`src/rtl/ntc_pkg.sv`:
```
package ntc_pkg;

  localparam int SAMPLE_W = 12;
  localparam int TEMP_W   = 16;
  localparam int STATUS_W = 2;
  localparam int DIV_W    = 50;

  localparam logic [11:0] FULL_SCALE = 12'd4095;
  localparam logic [31:0] LN2_Q32    = 32'd2977044472;
  localparam logic [DIV_W-1:0] SCALE = DIV_W'(100) << 40;
  localparam logic signed [50:0] KELVIN_CENTI = 51'sd27315;
  localparam logic signed [TEMP_W-1:0] TEMP_INVALID = -16'sd27315;
  localparam logic signed [TEMP_W-1:0] TEMP_MAX     = 16'sd32767;
  localparam logic signed [TEMP_W-1:0] TEMP_MIN     = -16'sd32768;

  // status codes
  localparam logic [STATUS_W-1:0] STATUS_OK   = 2'd0;
  localparam logic [STATUS_W-1:0] STATUS_ZERO = 2'd1;
  localparam logic [STATUS_W-1:0] STATUS_FULL = 2'd2;

  // register indexes
  localparam logic [1:0] REG_SERIES  = 2'd0;
  localparam logic [1:0] REG_NOMINAL = 2'd1;
  localparam logic [1:0] REG_BETA    = 2'd2;
  localparam logic [1:0] REG_T0      = 2'd3;

  typedef enum logic [3:0] {
    S_IDLE,
    S_DIV,
    S_DIV_END,
    S_MUL_NUM,
    S_MUL_DEN,
    S_LN_LOAD,
    S_LN_NORM,
    S_LN_SQ,
    S_LN_STEP,
    S_LN_SCALE,
    S_LN_DONE,
    S_INV,
    S_SAT,
    S_RESULT
  } state_t;

  typedef enum logic [1:0] {
    PH_AVG,
    PH_T1,
    PH_T2,
    PH_TC
  } div_phase_t;

endpackage

```
`src/rtl/ntc_in_if.sv`:
```
interface ntc_in_if;
  logic                          valid;
  logic                          ready;
  logic [ntc_pkg::SAMPLE_W-1:0]  sample;
  logic                          sample_ok;

  modport source(output valid, sample, sample_ok, input ready);
  modport sink(input valid, sample, sample_ok, output ready);
endinterface

```
`src/rtl/ntc_out_if.sv`:
```
interface ntc_out_if;
  logic                                valid;
  logic                                ready;
  logic signed [ntc_pkg::TEMP_W-1:0]   temperature_centi;
  logic [ntc_pkg::STATUS_W-1:0]        status;

  modport source(output valid, temperature_centi, status, input ready);
  modport sink(input valid, temperature_centi, status, output ready);
endinterface

```
`src/rtl/ntc_thermistor_temperature.sv`:
```
// NTC thermistor temperature from groups of ADC samples (beta equation).
// Channel samples takes one 12-bit ADC word with a success flag per handshake;
// every word counts toward a group, only successful ones add to the sum.
// Channel results gives one word per completed group: temperature in
// hundredths of a degree Celsius and a status code (ok, zero or full-scale average).
// The APB port writes and reads the four calibration registers at 4*index.
// A word that does not complete a group is taken while the sequencer is idle.
// The word that completes a group starts a sequencer built around one
// bit-serial restoring divider (up to four divisions per group), one
// registered 32x32 multiplier, and a log unit that normalizes one bit per
// cycle and squares the mantissa for 20 fraction bits. Samples is held not
// ready from the last word of a group until the result leaves the sequencer.
// The result sits in an output register; if the receiver stalls, the next
// result waits in the sequencer and samples stays not ready until it is taken.
// Reset clears the sum, count and sequencer and restores register defaults.
module ntc_thermistor_temperature #(
  parameter int SAMPLES_PER_RESULT = 5
) (
  input  logic        clk,
  input  logic        rst,
  ntc_in_if.sink      samples,
  ntc_out_if.source   results,
  input  logic        psel,
  input  logic        penable,
  input  logic        pwrite,
  input  logic [3:0]  paddr,
  input  logic [31:0] pwdata,
  output logic [31:0] prdata,
  output logic        pready
);

  localparam int CNT_W = (SAMPLES_PER_RESULT > 1) ? $clog2(SAMPLES_PER_RESULT) : 1;
  localparam int SUM_W = ntc_pkg::SAMPLE_W + $clog2(SAMPLES_PER_RESULT + 1);
  localparam logic [CNT_W-1:0] CNT_LAST = CNT_W'(SAMPLES_PER_RESULT - 1);
  localparam int DW = ntc_pkg::DIV_W;

  // configuration registers
  logic [19:0]        series_resistance;
  logic [19:0]        nominal_resistance;
  logic [15:0]        beta_factor;
  logic signed [14:0] nominal_temp_centi;

  logic cfg_write;
  assign cfg_write = psel && penable && pwrite;
  assign pready = 1'b1;

  always_ff @(posedge clk) begin
    if (rst) begin
      series_resistance  <= 20'd10000;
      nominal_resistance <= 20'd10000;
      beta_factor        <= 16'd3950;
      nominal_temp_centi <= 15'sd2500;
    end else if (cfg_write) begin
      case (paddr[3:2])
        ntc_pkg::REG_SERIES:  series_resistance  <= pwdata[19:0];
        ntc_pkg::REG_NOMINAL: nominal_resistance <= pwdata[19:0];
        ntc_pkg::REG_BETA:    beta_factor        <= pwdata[15:0];
        ntc_pkg::REG_T0:      nominal_temp_centi <= pwdata[14:0];
        default: ;
      endcase
    end
  end

  // register readback
  always_comb begin
    case (paddr[3:2])
      ntc_pkg::REG_SERIES:  prdata = {12'd0, series_resistance};
      ntc_pkg::REG_NOMINAL: prdata = {12'd0, nominal_resistance};
      ntc_pkg::REG_BETA:    prdata = {16'd0, beta_factor};
      ntc_pkg::REG_T0:      prdata = {{17{nominal_temp_centi[14]}}, nominal_temp_centi};
      default:              prdata = 32'd0;
    endcase
  end

  // sequencer and datapath registers
  ntc_pkg::state_t     state, state_next;
  ntc_pkg::div_phase_t phase;
  logic [SUM_W-1:0]    sum;
  logic [CNT_W-1:0]    count;
  logic [11:0]         avg;
  logic [31:0]         num_r;
  logic [31:0]         den_r;
  logic [63:0]         prod;
  logic [31:0]         lx;
  logic [4:0]          lk;
  logic [30:0]         lm;
  logic [24:0]         log2v;
  logic [4:0]          lit;
  logic                ln_sel;
  logic [20:0]         lnum;
  logic [DW-1:0]       div_rem, div_quo, div_den;
  logic [5:0]          div_cnt;
  logic                neg;
  logic signed [50:0]  term1;
  logic signed [50:0]  inv_t;
  logic signed [50:0]  tc;
  logic signed [15:0]  res_temp;
  logic [1:0]          res_status;
  logic                out_valid;
  logic signed [15:0]  out_temp;
  logic [1:0]          out_status;

  logic accept;
  assign samples.ready = (state == ntc_pkg::S_IDLE);
  assign accept = samples.valid && samples.ready;

  logic [SUM_W-1:0] sum_total;
  assign sum_total = sum + (samples.sample_ok ? SUM_W'(samples.sample) : SUM_W'(0));

  // divider step
  logic [DW:0] trial;
  logic        trial_ge;
  assign trial    = {div_rem, div_quo[DW-1]};
  assign trial_ge = trial >= {1'b0, div_den};

  // shared multiplier operands
  logic [31:0] mul_a, mul_b;
  always_comb begin
    case (state)
      ntc_pkg::S_MUL_NUM: begin
        mul_a = 32'(series_resistance);
        mul_b = 32'(avg);
      end
      ntc_pkg::S_MUL_DEN: begin
        mul_a = 32'(nominal_resistance);
        mul_b = 32'(ntc_pkg::FULL_SCALE - avg);
      end
      ntc_pkg::S_LN_SQ: begin
        mul_a = 32'(lm);
        mul_b = 32'(lm);
      end
      ntc_pkg::S_LN_SCALE: begin
        mul_a = 32'(log2v);
        mul_b = ntc_pkg::LN2_Q32;
      end
      default: begin
        mul_a = 32'd0;
        mul_b = 32'd0;
      end
    endcase
  end

  // log helpers
  logic [31:0] msq;
  logic [63:0] ln_sum;
  logic [20:0] lnv;
  logic signed [21:0] l_val;
  logic [20:0] l_mag;
  assign msq    = prod[61:30];
  assign ln_sum = prod + (64'd1 << 35);
  assign lnv    = ln_sum[56:36];
  assign l_val  = $signed({1'b0, lnum}) - $signed({1'b0, lnv});
  assign l_mag  = l_val[21] ? 21'(-l_val) : l_val[20:0];

  // nominal temperature in centikelvin
  logic signed [17:0] t0k;
  logic [16:0]        t0k_u;
  assign t0k   = 18'(nominal_temp_centi) + 18'sd27315;
  assign t0k_u = t0k[16:0];

  logic signed [50:0] quo_s;
  logic signed [50:0] inv_sum;
  logic [DW-1:0]      inv_mag;
  logic signed [50:0] t_val;
  assign quo_s   = $signed({1'b0, div_quo});
  assign inv_sum = term1 + quo_s;
  assign inv_mag = inv_t[50] ? DW'(-inv_t) : inv_t[DW-1:0];
  assign t_val   = tc - ntc_pkg::KELVIN_CENTI;

  // next state
  always_comb begin
    state_next = state;
    case (state)
      ntc_pkg::S_IDLE:
        if (accept && count == CNT_LAST) state_next = ntc_pkg::S_DIV;
      ntc_pkg::S_DIV:
        if (div_cnt == 6'(DW - 1)) state_next = ntc_pkg::S_DIV_END;
      ntc_pkg::S_DIV_END:
        case (phase)
          ntc_pkg::PH_AVG:
            if (div_quo == '0 || div_quo[11:0] == ntc_pkg::FULL_SCALE)
              state_next = ntc_pkg::S_RESULT;
            else
              state_next = ntc_pkg::S_MUL_NUM;
          ntc_pkg::PH_T1: state_next = ntc_pkg::S_DIV;
          ntc_pkg::PH_T2: state_next = ntc_pkg::S_INV;
          ntc_pkg::PH_TC: state_next = ntc_pkg::S_SAT;
          default:        state_next = ntc_pkg::S_IDLE;
        endcase
      ntc_pkg::S_MUL_NUM: state_next = ntc_pkg::S_MUL_DEN;
      ntc_pkg::S_MUL_DEN: state_next = ntc_pkg::S_LN_LOAD;
      ntc_pkg::S_LN_LOAD:
        if (num_r == 32'd0 || prod[31:0] == 32'd0) state_next = ntc_pkg::S_RESULT;
        else state_next = ntc_pkg::S_LN_NORM;
      ntc_pkg::S_LN_NORM:
        if (lx[31]) state_next = ntc_pkg::S_LN_SQ;
      ntc_pkg::S_LN_SQ: state_next = ntc_pkg::S_LN_STEP;
      ntc_pkg::S_LN_STEP:
        state_next = (lit == 5'd0) ? ntc_pkg::S_LN_SCALE : ntc_pkg::S_LN_SQ;
      ntc_pkg::S_LN_SCALE: state_next = ntc_pkg::S_LN_DONE;
      ntc_pkg::S_LN_DONE:
        state_next = ln_sel ? ntc_pkg::S_DIV : ntc_pkg::S_LN_NORM;
      ntc_pkg::S_INV:
        state_next = (inv_t == '0) ? ntc_pkg::S_RESULT : ntc_pkg::S_DIV;
      ntc_pkg::S_SAT: state_next = ntc_pkg::S_RESULT;
      ntc_pkg::S_RESULT:
        if (!out_valid || results.ready) state_next = ntc_pkg::S_IDLE;
      default: state_next = ntc_pkg::S_IDLE;
    endcase
  end

  // state register
  always_ff @(posedge clk) begin
    if (rst) state <= ntc_pkg::S_IDLE;
    else state <= state_next;
  end

  // sample accumulation
  always_ff @(posedge clk) begin
    if (rst) begin
      sum   <= '0;
      count <= '0;
    end else if (accept) begin
      if (count == CNT_LAST) begin
        sum   <= '0;
        count <= '0;
      end else begin
        sum   <= sum_total;
        count <= count + CNT_W'(1);
      end
    end
  end

  // datapath
  always_ff @(posedge clk) begin
    prod <= mul_a * mul_b;
    case (state)
      ntc_pkg::S_IDLE: begin
        div_quo <= DW'(sum_total);
        div_rem <= '0;
        div_den <= DW'(SAMPLES_PER_RESULT);
        div_cnt <= '0;
        phase   <= ntc_pkg::PH_AVG;
      end
      ntc_pkg::S_DIV: begin
        div_rem <= trial_ge ? DW'(trial - {1'b0, div_den}) : trial[DW-1:0];
        div_quo <= {div_quo[DW-2:0], trial_ge};
        div_cnt <= div_cnt + 6'd1;
      end
      ntc_pkg::S_DIV_END: begin
        div_rem <= '0;
        div_cnt <= '0;
        case (phase)
          ntc_pkg::PH_AVG: begin
            avg <= div_quo[11:0];
            res_temp <= ntc_pkg::TEMP_INVALID;
            res_status <= (div_quo == '0) ? ntc_pkg::STATUS_ZERO : ntc_pkg::STATUS_FULL;
          end
          ntc_pkg::PH_T1: begin
            term1   <= neg ? -quo_s : quo_s;
            div_quo <= ntc_pkg::SCALE + DW'(t0k_u >> 1);
            div_den <= DW'(t0k_u);
            phase   <= ntc_pkg::PH_T2;
          end
          ntc_pkg::PH_T2: inv_t <= inv_sum;
          ntc_pkg::PH_TC: tc <= neg ? -quo_s : quo_s;
          default: ;
        endcase
      end
      ntc_pkg::S_MUL_DEN: num_r <= prod[31:0];
      ntc_pkg::S_LN_LOAD: begin
        den_r      <= prod[31:0];
        lx         <= num_r;
        lk         <= 5'd31;
        ln_sel     <= 1'b0;
        res_temp   <= ntc_pkg::TEMP_INVALID;
        res_status <= ntc_pkg::STATUS_OK;
      end
      ntc_pkg::S_LN_NORM: begin
        if (lx[31]) begin
          lm    <= lx[31:1];
          log2v <= {lk, 20'd0};
          lit   <= 5'd19;
        end else begin
          lx <= lx << 1;
          lk <= lk - 5'd1;
        end
      end
      ntc_pkg::S_LN_STEP: begin
        if (msq[31]) begin
          lm <= msq[31:1];
          log2v[lit] <= 1'b1;
        end else begin
          lm <= msq[30:0];
        end
        lit <= lit - 5'd1;
      end
      ntc_pkg::S_LN_DONE: begin
        if (!ln_sel) begin
          lnum   <= lnv;
          lx     <= den_r;
          lk     <= 5'd31;
          ln_sel <= 1'b1;
        end else begin
          neg     <= l_val[21];
          div_quo <= DW'({l_mag, 24'd0}) + DW'(beta_factor >> 1);
          div_den <= (beta_factor == 16'd0) ? DW'(1) : DW'(beta_factor);
          phase   <= ntc_pkg::PH_T1;
        end
      end
      ntc_pkg::S_INV: begin
        neg        <= inv_t[50];
        div_quo    <= ntc_pkg::SCALE + (inv_mag >> 1);
        div_den    <= inv_mag;
        phase      <= ntc_pkg::PH_TC;
        res_temp   <= ntc_pkg::TEMP_MAX;
        res_status <= ntc_pkg::STATUS_OK;
      end
      ntc_pkg::S_SAT: begin
        if (t_val > 51'(ntc_pkg::TEMP_MAX)) res_temp <= ntc_pkg::TEMP_MAX;
        else if (t_val < 51'(ntc_pkg::TEMP_MIN)) res_temp <= ntc_pkg::TEMP_MIN;
        else res_temp <= t_val[15:0];
        res_status <= ntc_pkg::STATUS_OK;
      end
      default: ;
    endcase
  end

  // output register
  always_ff @(posedge clk) begin
    if (rst) begin
      out_valid <= 1'b0;
    end else if (state == ntc_pkg::S_RESULT && (!out_valid || results.ready)) begin
      out_valid <= 1'b1;
    end else if (results.ready) begin
      out_valid <= 1'b0;
    end
  end

  always_ff @(posedge clk) begin
    if (state == ntc_pkg::S_RESULT && (!out_valid || results.ready)) begin
      out_temp   <= res_temp;
      out_status <= res_status;
    end
  end

  assign results.valid             = out_valid;
  assign results.temperature_centi = out_temp;
  assign results.status            = out_status;

endmodule

```
`src/flat_wrapper.sv`:
```
// flat-port wrapper written by rule: the top's interface ports become plain ports
module ntc_thermistor_temperature_flat 
#(
  parameter int SAMPLES_PER_RESULT = 5
)
  (clk, rst, psel, penable, pwrite, paddr, pwdata, prdata, pready, samples_valid, samples_sample, samples_sample_ok, samples_ready, results_valid, results_temperature_centi, results_status, results_ready);
  ntc_in_if samples_i ();
  ntc_out_if results_i ();
  input  logic clk;
  input  logic rst;
  input  logic psel;
  input  logic penable;
  input  logic pwrite;
  input  logic [3:0] paddr;
  input  logic [31:0] pwdata;
  output logic [31:0] prdata;
  output logic pready;
  input wire logic [$bits(samples_i.valid)-1:0] samples_valid;
  input wire logic [$bits(samples_i.sample)-1:0] samples_sample;
  input wire logic [$bits(samples_i.sample_ok)-1:0] samples_sample_ok;
  output wire logic [$bits(samples_i.ready)-1:0] samples_ready;
  output wire logic [$bits(results_i.valid)-1:0] results_valid;
  output wire logic [$bits(results_i.temperature_centi)-1:0] results_temperature_centi;
  output wire logic [$bits(results_i.status)-1:0] results_status;
  input wire logic [$bits(results_i.ready)-1:0] results_ready;
  assign samples_i.valid = samples_valid;
  assign samples_i.sample = samples_sample;
  assign samples_i.sample_ok = samples_sample_ok;
  assign samples_ready = samples_i.ready;
  assign results_valid = results_i.valid;
  assign results_temperature_centi = results_i.temperature_centi;
  assign results_status = results_i.status;
  assign results_i.ready = results_ready;
  ntc_thermistor_temperature #(.SAMPLES_PER_RESULT(SAMPLES_PER_RESULT)) u_core (.clk(clk), .rst(rst), .samples(samples_i), .results(results_i), .psel(psel), .penable(penable), .pwrite(pwrite), .paddr(paddr), .pwdata(pwdata), .prdata(prdata), .pready(pready));
endmodule
```
`config.mk`:
```
export PLATFORM = sky130hd
export DESIGN_NAME = ntc_thermistor_temperature_flat
export DESIGN_NICKNAME = d
export VERILOG_FILES = /design/src/rtl/ntc_pkg.sv /design/src/rtl/ntc_in_if.sv /design/src/rtl/ntc_out_if.sv /design/src/rtl/ntc_thermistor_temperature.sv /design/src/flat_wrapper.sv
export SDC_FILE = /design/constraint.sdc
export NUM_CORES = 2
export LEC_CHECK = 0
export BUFFER_PORTS_ARGS = -buffer_cell sky130_fd_sc_hd__buf_2
export CORE_ASPECT_RATIO = 1.5
export CORE_MARGIN = 10
export CORE_UTILIZATION = 30
export DETAILED_ROUTE_END_ITERATION = 8
export GPL_TIMING_DRIVEN = 0
export SLEW_MARGIN = 5
export SYNTH_ARGS = -nofsm -noshare
export SYNTH_HDL_FRONTEND = slang
export SYNTH_SLANG_ARGS = --single-unit
```
`constraint.sdc`:
```
create_clock -name clk -period 18.2 [get_ports clk]
set_clock_uncertainty 0.05 [all_clocks]
set_input_delay 3.64 -clock clk [delete_from_list [all_inputs] [get_ports clk]]
set_output_delay 3.64 -clock clk [all_outputs]
set_load 0.005 [all_outputs]
```
==> results.md <==
* RSZ-0062 raised after global routing: false
* Critical Path AT at around 14 ns
* Crit Path Category: register to register
* Post-route ant nets at 0
* Yosys top cell area share at about 25%
* Reg power frac at approximately 43%
* Postcts setup bufs at 0
* WL met2 at approximately 150,000 um
* FILL cells at roughly 24,000
* Port bufs at 90
* Maximum vdd drop at approximately 0.058 mV
* Fin crit period at between 10 and 15 ns
* Die X at between 400 and 500 um
* Share of cells above drive strength 1 at just under 5%
* Slowest CP cell: nor2_1
* Worst EP required at around 19 ns
* Routed vias at approximately 57,000
* DRC viols at 0
* First-pass GRT wire length at ~420,000 um
* DR top layer: met5
* Synth top area cells: fa_1 (25%), edfxtp_1 (23%), ha_1 (7.2%)
* Worst Hold Depth at 0
* Status: finished, violations left
* Cell count after synthesis at around 7,400
* Initial antenna violation count at 23
* Comb pwr share at between 20% and 30%
* Core area at between 200,000 and 250,000 sq um
* Dominant cell type by area after synthesis: fa_1
* Area of the mapped netlist at 69,600 sq um
* Post-Route M1 WL at roughly 97,000 um
* Most used cell, CP: fa_1
* Ports at between 100 and 150
* Ys flop type: edfxtp_1
* PD cells at 60.9 nW/um^2
* Die height at around 610 um
* R2R setup slack at approximately 4.4 ns
* CP Max Fanout at 10
* DR WL/cell at between 20 and 30 um
* Post-synthesis register bit count at 700
* Syn_area_per_cell at 9.46 sq um
* TritonCTS clock tree: built
* Power Internal at 3050 uW
* CTS H-tree depth at 3
* Synthesis warning total at 0
* Post_cts resized at 0
* Seq/Total Area, Yosys at between 20% and 30%
* Hold endpoint: u_core.results.temperature_centi[11]
* Vias per cell at 5.30
* LEAKAGE at around 0.033 uW
* Area Growth Syn to Fin at 10.3%
* Vias in the first global route at ~59,000
* Fin. max-slew vios at 13
* Net Switching at 1630 uW
* Reg2reg start: u_core.state[2]
* Hold Path Class: register to register
* Most frequent cell after synthesis: inv_1
* Met3 WL at 16,900 um
* Clock Latency Late Sink at approximately 0.67 ns
* Deepest clock path buffer count at 3
* Die area at between 200,000 and 300,000 sq um
* Violated checks: max-capacitance violations, max-slew violations
* Slew @ Worst Pin at roughly 1.6 ns
* Cell variety after synth at 106
* TritonRoute pass-1 iters at 9
* Row count at approximately 220
* Cts hold-fix bufs at 0
* Switching Share at a little over a third
* Initial core utilization at between 30% and 40%
* Fin Setup TNS at 0 ns
* Worst r2r dst: u_core.prod[55]
* Hold Crit Start: u_core.res_temp[11]
* Root buf cell: clkbuf_16
* Clk slew on worst S/H paths at approximately 0.080 ns
* R2R cell count at 30
* Hold Vio Cnt, Final at 0
* HPWL Detailed at around 250,000 um
* Rel. slew slack at -4.78%
* Final Util at roughly a third
* GRT overflow at 0
* Final setup fails at 0
* Slowest stage delay, CP at around 1.0 ns
* CTS Buf Count at 66
* Fmax at ~72 MHz
* Clock Sinks at 700
* Number of synthesized flops with an enable pin at between 500 and 600
* Fin crit share at about 76%
* Async SR Flop Fraction at 0%
* Max_cap viols at 3
* Largest net degree at the start of global routing at 37
* GRT Total Usage at 22.8%
* Clock power frac at 30.8%
* Worst Setup End Kind: register
* Post-synth top cells: inv_1 (1,106), nand2_1 (936), fa_1 (866)
* # nets final at between 8,000 and 9,000
* Final wirelength at approximately 300,000 um
* Worst setup SP type: register
* DRT iter0 DRCs at roughly 4,700
* Routability cong. at ~1.1
[worst max-delay path by stage]
stage,startpoint,endpoint
2_1_floorplan,u_core.state[1],u_core.prod[52]
3_3_place_gp,u_core.state[1],u_core.prod[55]
3_5_place_dp,u_core.state[2],u_core.prod[55]
4_1_cts,u_core.state[2],u_core.prod[55]
5_1_grt,u_core.state[2],u_core.prod[55]
6_report,u_core.state[2],u_core.prod[55]
[worst max-delay path: cells and delay by family (launching register included)]
kind,cells,cell delay [ns]
adder cells (fa/ha/maj),9,4.65
buffers and inverters,8,3.05
AND/OR/NAND/NOR,7,2.74
AO/OA/AOI/OAI,5,2.63
flip-flops,1,0.33
XOR/XNOR,1,0.16
[cell usage in the layout (no fill, tap or decap), types with 33 or more instances in the layout]
cell type and n:
o31ai_1 46, or3_1 50, xor2_1 136, nor2b_1 38
clkbuf_16 70, fa_1 866, o21a_1 47, ha_1 401
edfxtp_1 544, and2_1 46, o21bai_1 33, nor3_1 81
and3_1 79, a21oi_1 358, nand4_1 47, nor4_1 55
nor2_1 713, mux2i_1 53, nand2_1 935, xnor2_1 209
a31oi_1 37, nand3_1 135, buf_2 96, a21o_1 97
clkbuf_1 289, a211oi_1 43, inv_1 1105, nand2b_1 38
o21ai_0 200, dfxtp_1 156
[metal layers]
metal	up-vias	GRT usage, %
met5	-	0
met3	882	3.22
met4	10	21.1
met1	28500	23.1
met2	2450	40.1
li1	24700	-
[cell families after synthesis]
kind of cell / after synthesis / share of synthesized area [%]
compound gates: 1161 / 10.9
fa+ha+maj: 1267 / 32.1
mux: 72 / 1.33
simple gates: 2369 / 15.4
xor+xnor: 347 / 4.40
other cells: 2 / 0.0108
buf+inv: 1436 / 7.86
flops: 700 / 28.0
[power by group through the flow]
stage / clock (uW) / combinational [uW] / sequential [uW]
6_report: 1440 / 1210 / 2020
5_1_grt: 1510 / 1320 / 2020
4_1_cts: 1460 / 1200 / 2020
3_5_place_dp: 0 / 1190 / 2050
3_3_place_gp: 0 / 1170 / 2060
2_1_floorplan: 0 / 814 / 1970
[area by class of cell]
type                       instances  area (sq um)  share of cell area (%)
antenna                           10          25.0                  0.0326
clock buffer                      84          1860                    2.42
buffer                           328          1320                    1.72
timing repair buffer             125           976                    1.27
tap                             3052          3820                    4.97
multi-input combinational       5222         44900                    58.4
inverter                        1108          4160                    5.42
sequential                       700         19500                    25.3
clock inverter                    35           305                   0.398
[stage by stage]
stage | instance area [sq um] | cells | worst slack (ns) | total power [uW] | hold WS, ns
after floorplan | 69600 | 7358 | 8.39 | 2780 | 0.350
after global placement | 73900 | 10500 | 2.97 | 3230 | 0.358
after detailed placement | 74600 | 10500 | 4.81 | 3240 | 0.357
after CTS | 76700 | 10700 | 4.73 | 4680 | 0.365
after global routing | 76800 | 10700 | 4.30 | 4850 | 0.381
final | 76800 | 10700 | 4.39 | 4680 | 0.368
[state kept, by name, indices dropped and copies added (netlist names), 5 cells and up]
signal and flops:
u_core.beta_factor 16, u_core.lm 31, u_core.num_r 32, u_core.avg 12, u_core.inv_t 51, u_core.nominal_resistance 20, u_core.prod 62, u_core.series_resistance 20
u_core.nominal_temp_centi 15, u_core.div_cnt 6, u_core.div_den 50, u_core.lit 5, u_core.term1 51, u_core.results.temperature_centi 16, u_core.log2v 25, u_core.lk 5
u_core.lx 32, u_core.res_temp 16, u_core.div_quo 50, u_core.div_rem 50, u_core.den_r 32, u_core.lnum 21, u_core.tc 51, u_core.sum 15
Note: power is estimated with default switching activity, not from simulation.
